File: config.mk
export PLATFORM = sky130hd
export DESIGN_NAME = signed_bcd_display_digits
export DESIGN_NICKNAME = d
export VERILOG_FILES = /design/src/hdl/sbcd_pkg.sv /design/src/hdl/signed_bcd_display_digits.sv /design/src/hdl/sbcd_mag.sv /design/src/hdl/sbcd_digit_cell.sv /design/src/hdl/sbcd_blank.sv
export SDC_FILE = /design/constraint.sdc
export NUM_CORES = 1
export LEC_CHECK = 0
export ABC_AREA = 1
export BUFFER_PORTS_ARGS = -buffer_cell sky130_fd_sc_hd__clkbuf_2
export CAP_MARGIN = 5
export CORE_MARGIN = 2
export CORE_UTILIZATION = 62
export CTS_CLUSTER_DIAMETER = 30
export DETAILED_ROUTE_END_ITERATION = 8
export PLACE_DENSITY = 0.87
export SLEW_MARGIN = 20
export SYNTH_ARGS = -nofsm -noshare
export SYNTH_HDL_FRONTEND = slang
export SYNTH_HIERARCHICAL = 1
export SYNTH_SLANG_ARGS = --single-unit
File: constraint.sdc
create_clock -name i_clk -period 2.9 [get_ports i_clk]
set_clock_uncertainty 0.05 [all_clocks]
set_input_delay 0.58 -clock i_clk [delete_from_list [all_inputs] [get_ports i_clk]]
set_output_delay 0.58 -clock i_clk [all_outputs]
set_load 0.02 [all_outputs]
File: src/hdl/sbcd_pkg.sv
`timescale 1ns / 1ps

package sbcd_pkg;

    localparam int unsigned VALUE_W   = 18;
    localparam int unsigned MAG_W     = 17;
    localparam int unsigned CODE_W    = 5;
    localparam int unsigned BCD_W     = 4;
    localparam int unsigned NUM_DIG   = 5;
    localparam int unsigned NUM_CELLS = 4;
    localparam int unsigned CFG_IDX_W = 2;

    localparam logic [MAG_W-1:0] MAG_LIMIT = MAG_W'(99999);

    // Place values handled by the cells, most significant first.
    localparam int unsigned DIVISORS [NUM_CELLS] = '{10000, 1000, 100, 10};

    // Configuration register indexes.
    localparam logic [CFG_IDX_W-1:0] CFG_MINUS_CODE = CFG_IDX_W'(0);
    localparam logic [CFG_IDX_W-1:0] CFG_BLANK_CODE = CFG_IDX_W'(1);

    localparam logic [CODE_W-1:0] MINUS_CODE_RST = CODE_W'(25);
    localparam logic [CODE_W-1:0] BLANK_CODE_RST = CODE_W'(26);

    // One beat as it travels down the row of cells.
    typedef struct packed {
        logic                          valid;
        logic                          neg;
        logic                          ovf;
        logic                          blank_tens;
        logic [MAG_W-1:0]              rem;
        logic [NUM_DIG-1:0][BCD_W-1:0] dig;
    } t_stage;

    typedef struct packed {
        logic              done;
        logic [CODE_W-1:0] units;
        logic [CODE_W-1:0] tens;
        logic [CODE_W-1:0] hundreds;
        logic [CODE_W-1:0] thousands;
        logic [CODE_W-1:0] ten_thousands;
        logic [CODE_W-1:0] sign;
        logic              ovf;
    } t_result;

endpackage

File: src/hdl/signed_bcd_display_digits.sv
`timescale 1ns / 1ps
// o_done strobes once a beat has passed the magnitude, cell and output registers.
// Throughput: one beat per cycle; a row of four digit cells, one per place value,
// carries up to six beats in flight, so o_busy never rises.
// The receiver cannot stall: each result is shown for exactly one cycle.
// Reset is synchronous and active low; it drops all beats in flight and loads
// the minus and blank codes with 25 and 26.

module signed_bcd_display_digits (
    input  logic                         i_clk,
    input  logic                         i_rst_n,
    input  logic                         i_start,
    output logic                         o_busy,
    input  logic signed [sbcd_pkg::VALUE_W-1:0] i_value,
    input  logic                         i_blank_tens,
    input  logic                         i_cfg_valid,
    output logic                         o_cfg_ready,
    input  logic [sbcd_pkg::CFG_IDX_W-1:0] i_cfg_index,
    input  logic [sbcd_pkg::CODE_W-1:0]  i_cfg_data,
    output logic                         o_done,
    output logic [sbcd_pkg::CODE_W-1:0]  o_digit_units,
    output logic [sbcd_pkg::CODE_W-1:0]  o_digit_tens,
    output logic [sbcd_pkg::CODE_W-1:0]  o_digit_hundreds,
    output logic [sbcd_pkg::CODE_W-1:0]  o_digit_thousands,
    output logic [sbcd_pkg::CODE_W-1:0]  o_digit_ten_thousands,
    output logic [sbcd_pkg::CODE_W-1:0]  o_sign_position,
    output logic                         o_overflow
);
    import sbcd_pkg::*;

    logic [CODE_W-1:0] r_minus_code;
    logic [CODE_W-1:0] r_blank_code;
    logic [CODE_W-1:0] n_minus_code;
    logic [CODE_W-1:0] n_blank_code;
    logic              w_accept;
    t_stage            w_chain [NUM_CELLS+1];
    t_result           w_result;

    // Every beat is independent, so the row never has to hold off a new one.
    assign o_busy      = 1'b0;
    assign o_cfg_ready = 1'b1;
    assign w_accept    = i_start && !o_busy;

    // Configuration registers; other indexes are dropped. Codes feed only the
    // last stage; the user must change them only while idle, unenforced here.
    always_comb begin
        n_minus_code = r_minus_code;
        n_blank_code = r_blank_code;
        if (i_cfg_valid && o_cfg_ready) begin
            case (i_cfg_index)
                CFG_MINUS_CODE: n_minus_code = i_cfg_data;
                CFG_BLANK_CODE: n_blank_code = i_cfg_data;
                default: ;
            endcase
        end
    end

    always_ff @(posedge i_clk) begin
        if (!i_rst_n) begin
            r_minus_code <= MINUS_CODE_RST;
            r_blank_code <= BLANK_CODE_RST;
        end else begin
            r_minus_code <= n_minus_code;
            r_blank_code <= n_blank_code;
        end
    end

    // First stage: sign, magnitude and saturation to 99999.
    sbcd_mag u_mag (
        .i_clk        (i_clk),
        .i_rst_n      (i_rst_n),
        .i_valid      (w_accept),
        .i_value      (i_value),
        .i_blank_tens (i_blank_tens),
        .o_stage      (w_chain[0])
    );

    // The row of digit cells. Each cell peels off one decimal digit and
    // hands the remainder to its right-hand neighbor every cycle; what is
    // left after the tens cell is the units digit.
    for (genvar g = 0; g < NUM_CELLS; g++) begin : g_cell
        sbcd_digit_cell #(
            .DIVISOR   (DIVISORS[g]),
            .DIGIT_IDX (NUM_DIG - 1 - g)
        ) u_cell (
            .i_clk   (i_clk),
            .i_rst_n (i_rst_n),
            .i_stage (w_chain[g]),
            .o_stage (w_chain[g+1])
        );
    end

    // Last stage: leading-zero blanking, sign placement and output register.
    sbcd_blank u_blank (
        .i_clk        (i_clk),
        .i_rst_n      (i_rst_n),
        .i_stage      (w_chain[NUM_CELLS]),
        .i_minus_code (r_minus_code),
        .i_blank_code (r_blank_code),
        .o_result     (w_result)
    );

    assign o_done                = w_result.done;
    assign o_digit_units         = w_result.units;
    assign o_digit_tens          = w_result.tens;
    assign o_digit_hundreds      = w_result.hundreds;
    assign o_digit_thousands     = w_result.thousands;
    assign o_digit_ten_thousands = w_result.ten_thousands;
    assign o_sign_position       = w_result.sign;
    assign o_overflow            = w_result.ovf;

    // A result only appears for a beat that entered the pipeline at its head.
    a_done_follows_start: assert property (@(posedge i_clk) disable iff (!i_rst_n)
        o_done |-> $past(w_accept, 6))
        else $error("result strobe without a matching start");

    // The units position always shows a decimal digit.
    a_units_is_digit: assert property (@(posedge i_clk) disable iff (!i_rst_n)
        o_done |-> (o_digit_units <= CODE_W'(9)))
        else $error("units position holds a non-digit code");

    // A saturated value shows 99999 in every digit position.
    a_overflow_nines: assert property (@(posedge i_clk) disable iff (!i_rst_n)
        (o_done && o_overflow) |->
            (o_digit_units == CODE_W'(9)) && (o_digit_tens == CODE_W'(9)) &&
            (o_digit_hundreds == CODE_W'(9)) && (o_digit_thousands == CODE_W'(9)) &&
            (o_digit_ten_thousands == CODE_W'(9)))
        else $error("overflow without a saturated display");

    // The sign position output carries one of the two configured codes.
    a_sign_code: assert property (@(posedge i_clk) disable iff (!i_rst_n)
        o_done |-> (o_sign_position == r_minus_code) || (o_sign_position == r_blank_code))
        else $error("sign position holds an unexpected code");

endmodule

File: src/hdl/sbcd_mag.sv
`timescale 1ns / 1ps

module sbcd_mag (
    input  logic                          i_clk,
    input  logic                          i_rst_n,
    input  logic                          i_valid,
    input  logic [sbcd_pkg::VALUE_W-1:0]  i_value,
    input  logic                          i_blank_tens,
    output sbcd_pkg::t_stage              o_stage
);
    import sbcd_pkg::*;

    logic [VALUE_W-1:0] w_abs;
    t_stage             n_stage;
    t_stage             r_stage;

    // The negation of the most negative pattern stays 2^17, which saturates.
    always_comb begin
        w_abs = i_value[VALUE_W-1] ? (~i_value + VALUE_W'(1)) : i_value;
        n_stage            = '0;
        n_stage.valid      = i_valid;
        n_stage.neg        = i_value[VALUE_W-1];
        n_stage.blank_tens = i_blank_tens;
        if (w_abs > VALUE_W'(MAG_LIMIT)) begin
            n_stage.ovf = 1'b1;
            n_stage.rem = MAG_LIMIT;
        end else begin
            n_stage.ovf = 1'b0;
            n_stage.rem = w_abs[MAG_W-1:0];
        end
    end

    always_ff @(posedge i_clk) begin
        if (!i_rst_n) begin
            r_stage <= '0;
        end else begin
            r_stage <= n_stage;
        end
    end

    assign o_stage = r_stage;

endmodule

File: src/hdl/sbcd_digit_cell.sv
`timescale 1ns / 1ps

module sbcd_digit_cell #(
    parameter int unsigned DIVISOR   = 10,
    parameter int unsigned DIGIT_IDX = 1
) (
    input  logic             i_clk,
    input  logic             i_rst_n,
    input  sbcd_pkg::t_stage i_stage,
    output sbcd_pkg::t_stage o_stage
);
    import sbcd_pkg::*;

    logic [BCD_W-1:0] w_digit;
    logic [MAG_W-1:0] w_sub;
    t_stage           n_stage;
    t_stage           r_stage;

    // The remainder entering a cell is below ten times its place value, so
    // the digit is the largest multiple that still fits.
    always_comb begin
        w_digit = '0;
        w_sub   = '0;
        for (int k = 1; k <= 9; k++) begin
            if (i_stage.rem >= MAG_W'(k * DIVISOR)) begin
                w_digit = BCD_W'(k);
                w_sub   = MAG_W'(k * DIVISOR);
            end
        end
        n_stage                = i_stage;
        n_stage.rem            = i_stage.rem - w_sub;
        n_stage.dig[DIGIT_IDX] = w_digit;
    end

    always_ff @(posedge i_clk) begin
        if (!i_rst_n) begin
            r_stage <= '0;
        end else begin
            r_stage <= n_stage;
        end
    end

    assign o_stage = r_stage;

endmodule

File: src/hdl/sbcd_blank.sv
`timescale 1ns / 1ps

module sbcd_blank (
    input  logic                        i_clk,
    input  logic                        i_rst_n,
    input  sbcd_pkg::t_stage            i_stage,
    input  logic [sbcd_pkg::CODE_W-1:0] i_minus_code,
    input  logic [sbcd_pkg::CODE_W-1:0] i_blank_code,
    output sbcd_pkg::t_result           o_result
);
    import sbcd_pkg::*;

    logic [CODE_W-1:0] w_sign;
    t_result           n_result;
    t_result           r_result;

    // Leading zeros are blanked from the top down; the sign code sits in the
    // rightmost blanked position, just left of the first shown digit.
    always_comb begin
        w_sign                 = i_stage.neg ? i_minus_code : i_blank_code;
        n_result.done          = i_stage.valid;
        n_result.ovf           = i_stage.ovf;
        n_result.sign          = w_sign;
        n_result.units         = CODE_W'(i_stage.rem[BCD_W-1:0]);
        n_result.tens          = CODE_W'(i_stage.dig[1]);
        n_result.hundreds      = CODE_W'(i_stage.dig[2]);
        n_result.thousands     = CODE_W'(i_stage.dig[3]);
        n_result.ten_thousands = CODE_W'(i_stage.dig[4]);
        if (i_stage.dig[4] == '0) begin
            n_result.ten_thousands = w_sign;
            if (i_stage.dig[3] == '0) begin
                n_result.thousands     = w_sign;
                n_result.ten_thousands = i_blank_code;
                if (i_stage.dig[2] == '0) begin
                    n_result.hundreds  = w_sign;
                    n_result.thousands = i_blank_code;
                    if (i_stage.blank_tens && (i_stage.dig[1] == '0)) begin
                        n_result.tens     = w_sign;
                        n_result.hundreds = i_blank_code;
                    end
                end
            end
        end
    end

    always_ff @(posedge i_clk) begin
        if (!i_rst_n) begin
            r_result <= '0;
        end else begin
            r_result <= n_result;
        end
    end

    assign o_result = r_result;

endmodule

==> qor.yml, run 1 <==
holdPathEnd: "u_mag/o_stage[37]"
grt_overflow: 0
grt_pass1_vias: 8404
slew_violations: 0
cts.htree.levels: 4
grt_pass1_wl_um: 35900
post_drt_wl_per_cell_um: 13.8
irDropWorstVdd_v: 0.000591
finalInstanceArea_mm2: 0.0112
hpwl_um: 15200
gp_congestion: 0.988
first_pass_iters: 6
cts_tree: "done"
whs_ns: 0.291
drtIter0Drc: 832
die_w_um: 127
finalCriticalPeriod_ns: 2.95
place_area_mm2: 0.0100
antenna_left: 0
rows: 44
startpoint_type: "register"
fin_ws_ns: -0.0515
grt_antenna_before_repair: 0
hold_buffers: 0
root_buffer: "clkbuf_16"
vias_per_cell: 5.47
timing.final.hold_violations: 0
outcome: "finished, violations left"
hp-class: "in2reg"
die-area_mm2: 0.0161
required_ns: 3.21
reg2reg_depth: 24
syn_inst: 1359
finalCritPeriodShare: 1.02
synth_area_mm2: 0.00936
critPathKind: "reg2reg"
grtUsageTotal: 0.268
clk_pin_slew_ns: 0.07
arrival_ns: 3.26
whs_path_depth: 3
ios: 64
synthToLayoutAreaGrowth_pct: 19.9
final-instance-count-excl-fill: 1670
violations: "negative setup slack"
leakage_nw: 5.80
drc: 0
setup_viol: 3
endpoint_kind: "register"
drive_above_1_share: 0.260
dpl.cell_count: 1613
r2r-start: "g_cell[0].u_cell/o_stage[30]"
synthesis.nets: 1427
synth_warnings: 6
r2r_setup_slack_ns: -0.05
fin_nets: 1541
routed_wl_um: 23000
p_per_area_mw_per_mm2: 904
min_from: "i_blank_tens"
insertion_delay_ns: 0.43
slew_headroom: 0.521
core_area_mm2: 0.0146
crit_path_max_fanout: 4
grt_max_degree: 46
cp-startpoint: "g_cell[0].u_cell/o_stage[30]"
clock.fmax_mhz: 339
vias: 9131
fp.dieH_um: 127
cap_violations: 0
io_buffers: 60
fin_util: 0.766
cts.path.max_buffers: 2
avgSynthCellArea_um2: 6.88
worst_slew_pin_slew_ns: 0.717
rsz0062_at_grt: "true"
start_util: 0.639
r2r-end: "g_cell[1].u_cell/o_stage[33]"
antenna_cells: 0
cts_buffers: 17
clock_sinks: 173
## what timing repair did
action	CTS	global route
gates resized for setup	14	133
setup endpoints to repair	6	27
pin swaps	3	51
setup buffers	2	23
## layout by cell type (no fill, tap or decap), types with 23 or more instances in the layout
cell type	n
a21oi_1	83
buf_4	65
clkbuf_2	59
dfxtp_1	138
ha_1	28
inv_1	184
inv_2	30
nand2_1	333
nand2_2	43
nand3_1	69
nand4_1	23
nor2_1	128
nor2_2	29
o21ai_0	42
## per-layer routing
layer	share of wire	GRT usage	up-vias
li1	-	-	4505
met1	0.41	0.308	4127
met2	0.50	0.487	395
met3	0.053	0.0553	104
met4	0.042	0.104	0
met5	0	0	-
## state kept, by name, summed over array words and instances, names as in the netlist
signal / count
r_minus_code: 5
u_blank/o_result: 31
r_blank_code: 5
g_cell.u_cell/o_stage: 111
u_mag/o_stage: 21
## critical path: stages, from the launching register on
cell and delay (ns):
dfxtp_1 0.36, inv_2 0.10, nand2_1 0.11, nor2_1 0.12
nand3_1 0.11, nand3_1 0.10, nand2_1 0.06, nand2_1 0.06
nand2_1 0.05, nand2_1 0.06, nand2_1 0.06, nand2_2 0.08
nand2_2 0.09, inv_2 0.09, ha_4 0.13, inv_2 0.05
fa_2 0.37, nand3_2 0.08, nand2_2 0.07, a21oi_2 0.21
o21ai_2 0.11, a21oi_2 0.13, nand2b_1 0.11, inv_1 0.04
nor2_1 0.08
## how the worst max path moves through the flow
stage                                    to  slack, ns  cells past startpoint
2_1_floorplan  g_cell[1].u_cell/o_stage[33]       0.25                     23
3_3_place_gp   g_cell[1].u_cell/o_stage[33]      -0.06                     22
3_5_place_dp   g_cell[1].u_cell/o_stage[33]      -0.08                     24
4_1_cts        g_cell[2].u_cell/o_stage[36]      0.003                     23
5_1_grt        g_cell[1].u_cell/o_stage[33]      -0.26                     24
6_report       g_cell[1].u_cell/o_stage[33]      -0.05                     24
## metrics by stage
| stage | worst slack, ns | TNS [ns] | total power, mW |
|---|---|---|---|
| global placement | -0.0550 | -0.0609 | 6.88 |
| global route | -0.262 | -1.69 | 10.8 |
| finish | -0.0515 | -0.114 | 10.1 |
| floorplan | 0.254 | 0 | 6.01 |
| CTS | 0.00327 | 0 | 9.37 |
| detailed placement | -0.0753 | -0.0862 | 6.97 |
## final cells by class
class / instances / area (µm²)
repair buffers: 125 / 795
multi-input cells: 933 / 5180
flip-flops and latches: 173 / 3540
clock inverters: 12 / 153
inverters: 223 / 860
fillers: 1001 / 3430
well taps: 184 / 230
clock buffers: 20 / 457
## report_power, final
| part | total, mW | switching (mW) | internal (mW) |
|---|---|---|---|
| logic | 4.58 | 2.81 | 1.78 |
| clock network | 2.30 | 0.959 | 1.34 |
| registers | 3.26 | 0.421 | 2.84 |
Note: power is estimated with default switching activity, not from simulation.
==> run 2, diff against run 1 <==
--- a/config.mk
+++ b/config.mk
@@ -9,10 +9,10 @@
 export BUFFER_PORTS_ARGS = -buffer_cell sky130_fd_sc_hd__clkbuf_2
 export CAP_MARGIN = 5
 export CORE_MARGIN = 2
-export CORE_UTILIZATION = 62
+export CORE_UTILIZATION = 40
 export CTS_CLUSTER_DIAMETER = 30
 export DETAILED_ROUTE_END_ITERATION = 8
-export PLACE_DENSITY = 0.87
+export PLACE_DENSITY = 0.62
 export SLEW_MARGIN = 20
 export SYNTH_ARGS = -nofsm -noshare
 export SYNTH_HDL_FRONTEND = slang
==> qor.yml, run 2 (synthesis results as in run 1) <==
outcome: "finished, final reports clean"
setup_viol: 0
crit_path_max_fanout: 8
wl_met3_um: 748
r2r_setup_slack_ns: 0.03
grt_pass1_vias: 7965
p_per_area_mw_per_mm2: 874
pre_cts_ws_ns: 0.0196
largest_reg_flops: 111
slew_violations: 0
finalCritPeriodShare: 0.989
rsz0062_at_grt: "true"
post_drt_wl_per_cell_um: 11.9
vias: 8744
arrival_ns: 3.17
routed_wl_um: 21900
ios: 64
gp_congestion: 0.880
clock.fmax_mhz: 349
drtIter0Drc: 482
start_util: 0.411
core_area_mm2: 0.0228
finalCriticalPeriod_ns: 2.87
rows: 55
endpoint_kind: "register"
wl_met2_um: 10800
leakage_nw: 5.96
wl_met1_um: 9800
cts_buffers: 17
clock_sinks: 173
clk_pin_slew_ns: 0.07
cts.path.max_buffers: 2
first_pass_iters: 5
antenna_cells: 0
timing.final.hold_violations: 0
slew_headroom: 0.637
required_ns: 3.21
cts_tree: "done"
worst_slew_pin_slew_ns: 0.543
startpoint_type: "register"
die_w_um: 157
final_common_cell: "nand2_1"
hp-class: "in2reg"
synthToLayoutAreaGrowth_pct: 24.0
fin_nets: 1573
hpwl_um: 16600
drc: 0
highest_layer: "met4"
finalInstanceArea_mm2: 0.0116
grt_overflow: 0
grt_antenna_before_repair: 0
io_buffers: 60
antenna_left: 0
fp.dieH_um: 157
die-area_mm2: 0.0246
place_area_mm2: 0.0104
cap_violations: 0
critPathKind: "reg2reg"
grt_pass1_wl_um: 36100
vias_per_cell: 4.78
grt_max_degree: 62
root_buffer: "clkbuf_16"
grtUsageTotal: 0.179
num-fill-cells: 2244
fin_ws_ns: 0.0328
irDropWorstVdd_v: 0.000341
insertion_delay_ns: 0.42
cts.htree.levels: 4
drive_above_1_share: 0.270
mostFrequentLayoutCells: "nand2_1, inv_1, dfxtp_1"
-- run 2: cell count changes in the layout (fill, tap and decap cells not counted), sizes merged --
cell,delta
inv,+3
clkinvlp,+1
clkbuf,-2
clkinv,-1
bufinv,-1
buf,+32
-- run 2: final cells by class --
class | count | area, µm² | share of cell area
sequential | 173 | 3530 | 0.304
multi-input combinational | 933 | 5170 | 0.446
inverter | 223 | 847 | 0.0730
timing repair buffer | 157 | 1050 | 0.0909
clock buffer | 18 | 429 | 0.0370
clock inverter | 14 | 174 | 0.0150
tap | 313 | 392 | 0.0338
-- run 2: routing by layer --
metal | GRT usage | up-vias
met3 | 0.0242 | 50
met2 | 0.317 | 177
met4 | 0.0638 | 0
li1 | - | 4566
met1 | 0.221 | 3951
met5 | 0 | -
-- run 2: worst max-delay path, stage by stage (launching register included) --
cell and delay (ns):
dfxtp_4 0.36, nor2_4 0.13, nand2_4 0.11, clkinv_4 0.07, nand2_4 0.06, a21oi_4 0.12, nand2_1 0.06, nand2_1 0.06
nand2_1 0.05, nand2_1 0.05, nand2_1 0.05, nand2_2 0.08, nand2_2 0.06, inv_2 0.06, ha_4 0.12, inv_2 0.04
fa_2 0.39, nand3_2 0.11, nand2_4 0.07, a21oi_4 0.18, o21ai_2 0.10, a21oi_2 0.17, nand2b_4 0.14, inv_2 0.03
nor2_2 0.07
-- run 2: where the power goes --
| group | leakage, nW | total (mW) | internal (mW) | switching, mW |
|---|---|---|---|---|
| clock | 0.287 | 2.26 | 1.23 | 1.02 |
| combinational | 4.24 | 4.69 | 1.92 | 2.76 |
| sequential | 1.44 | 3.19 | 2.84 | 0.356 |
-- run 2: worst paths after layout --
path,to,depth (start not counted),startpoint
worst min-delay path,u_mag/o_stage[40],3,i_start
worst min register to register,g_cell[2].u_cell/o_stage[15],2,g_cell[1].u_cell/o_stage[15]
worst max-delay path,g_cell[1].u_cell/o_stage[33],24,g_cell[0].u_cell/o_stage[36]
worst max register to register,g_cell[1].u_cell/o_stage[33],24,g_cell[0].u_cell/o_stage[36]
-- run 2: timing repair --
action	4_1_cts	5_1_grt
resized for setup	0	136
hold buffers	0	0
setup buffers	0	27
endpoints found under the setup margin	0	24
-- run 2: metrics by stage --
step                       util  power [mW]  setup TNS, ns  cells  hold WS, ns
final                     0.509        10.1              0   1831        0.288
after global placement    0.457        7.17              0   1772        0.341
after detailed placement  0.457        7.18              0   1772        0.345
after CTS                 0.484        9.48              0   1804        0.267
after floorplan               -        6.01              0   1359        0.336
after global routing      0.509        10.9          -1.17   1831        0.293
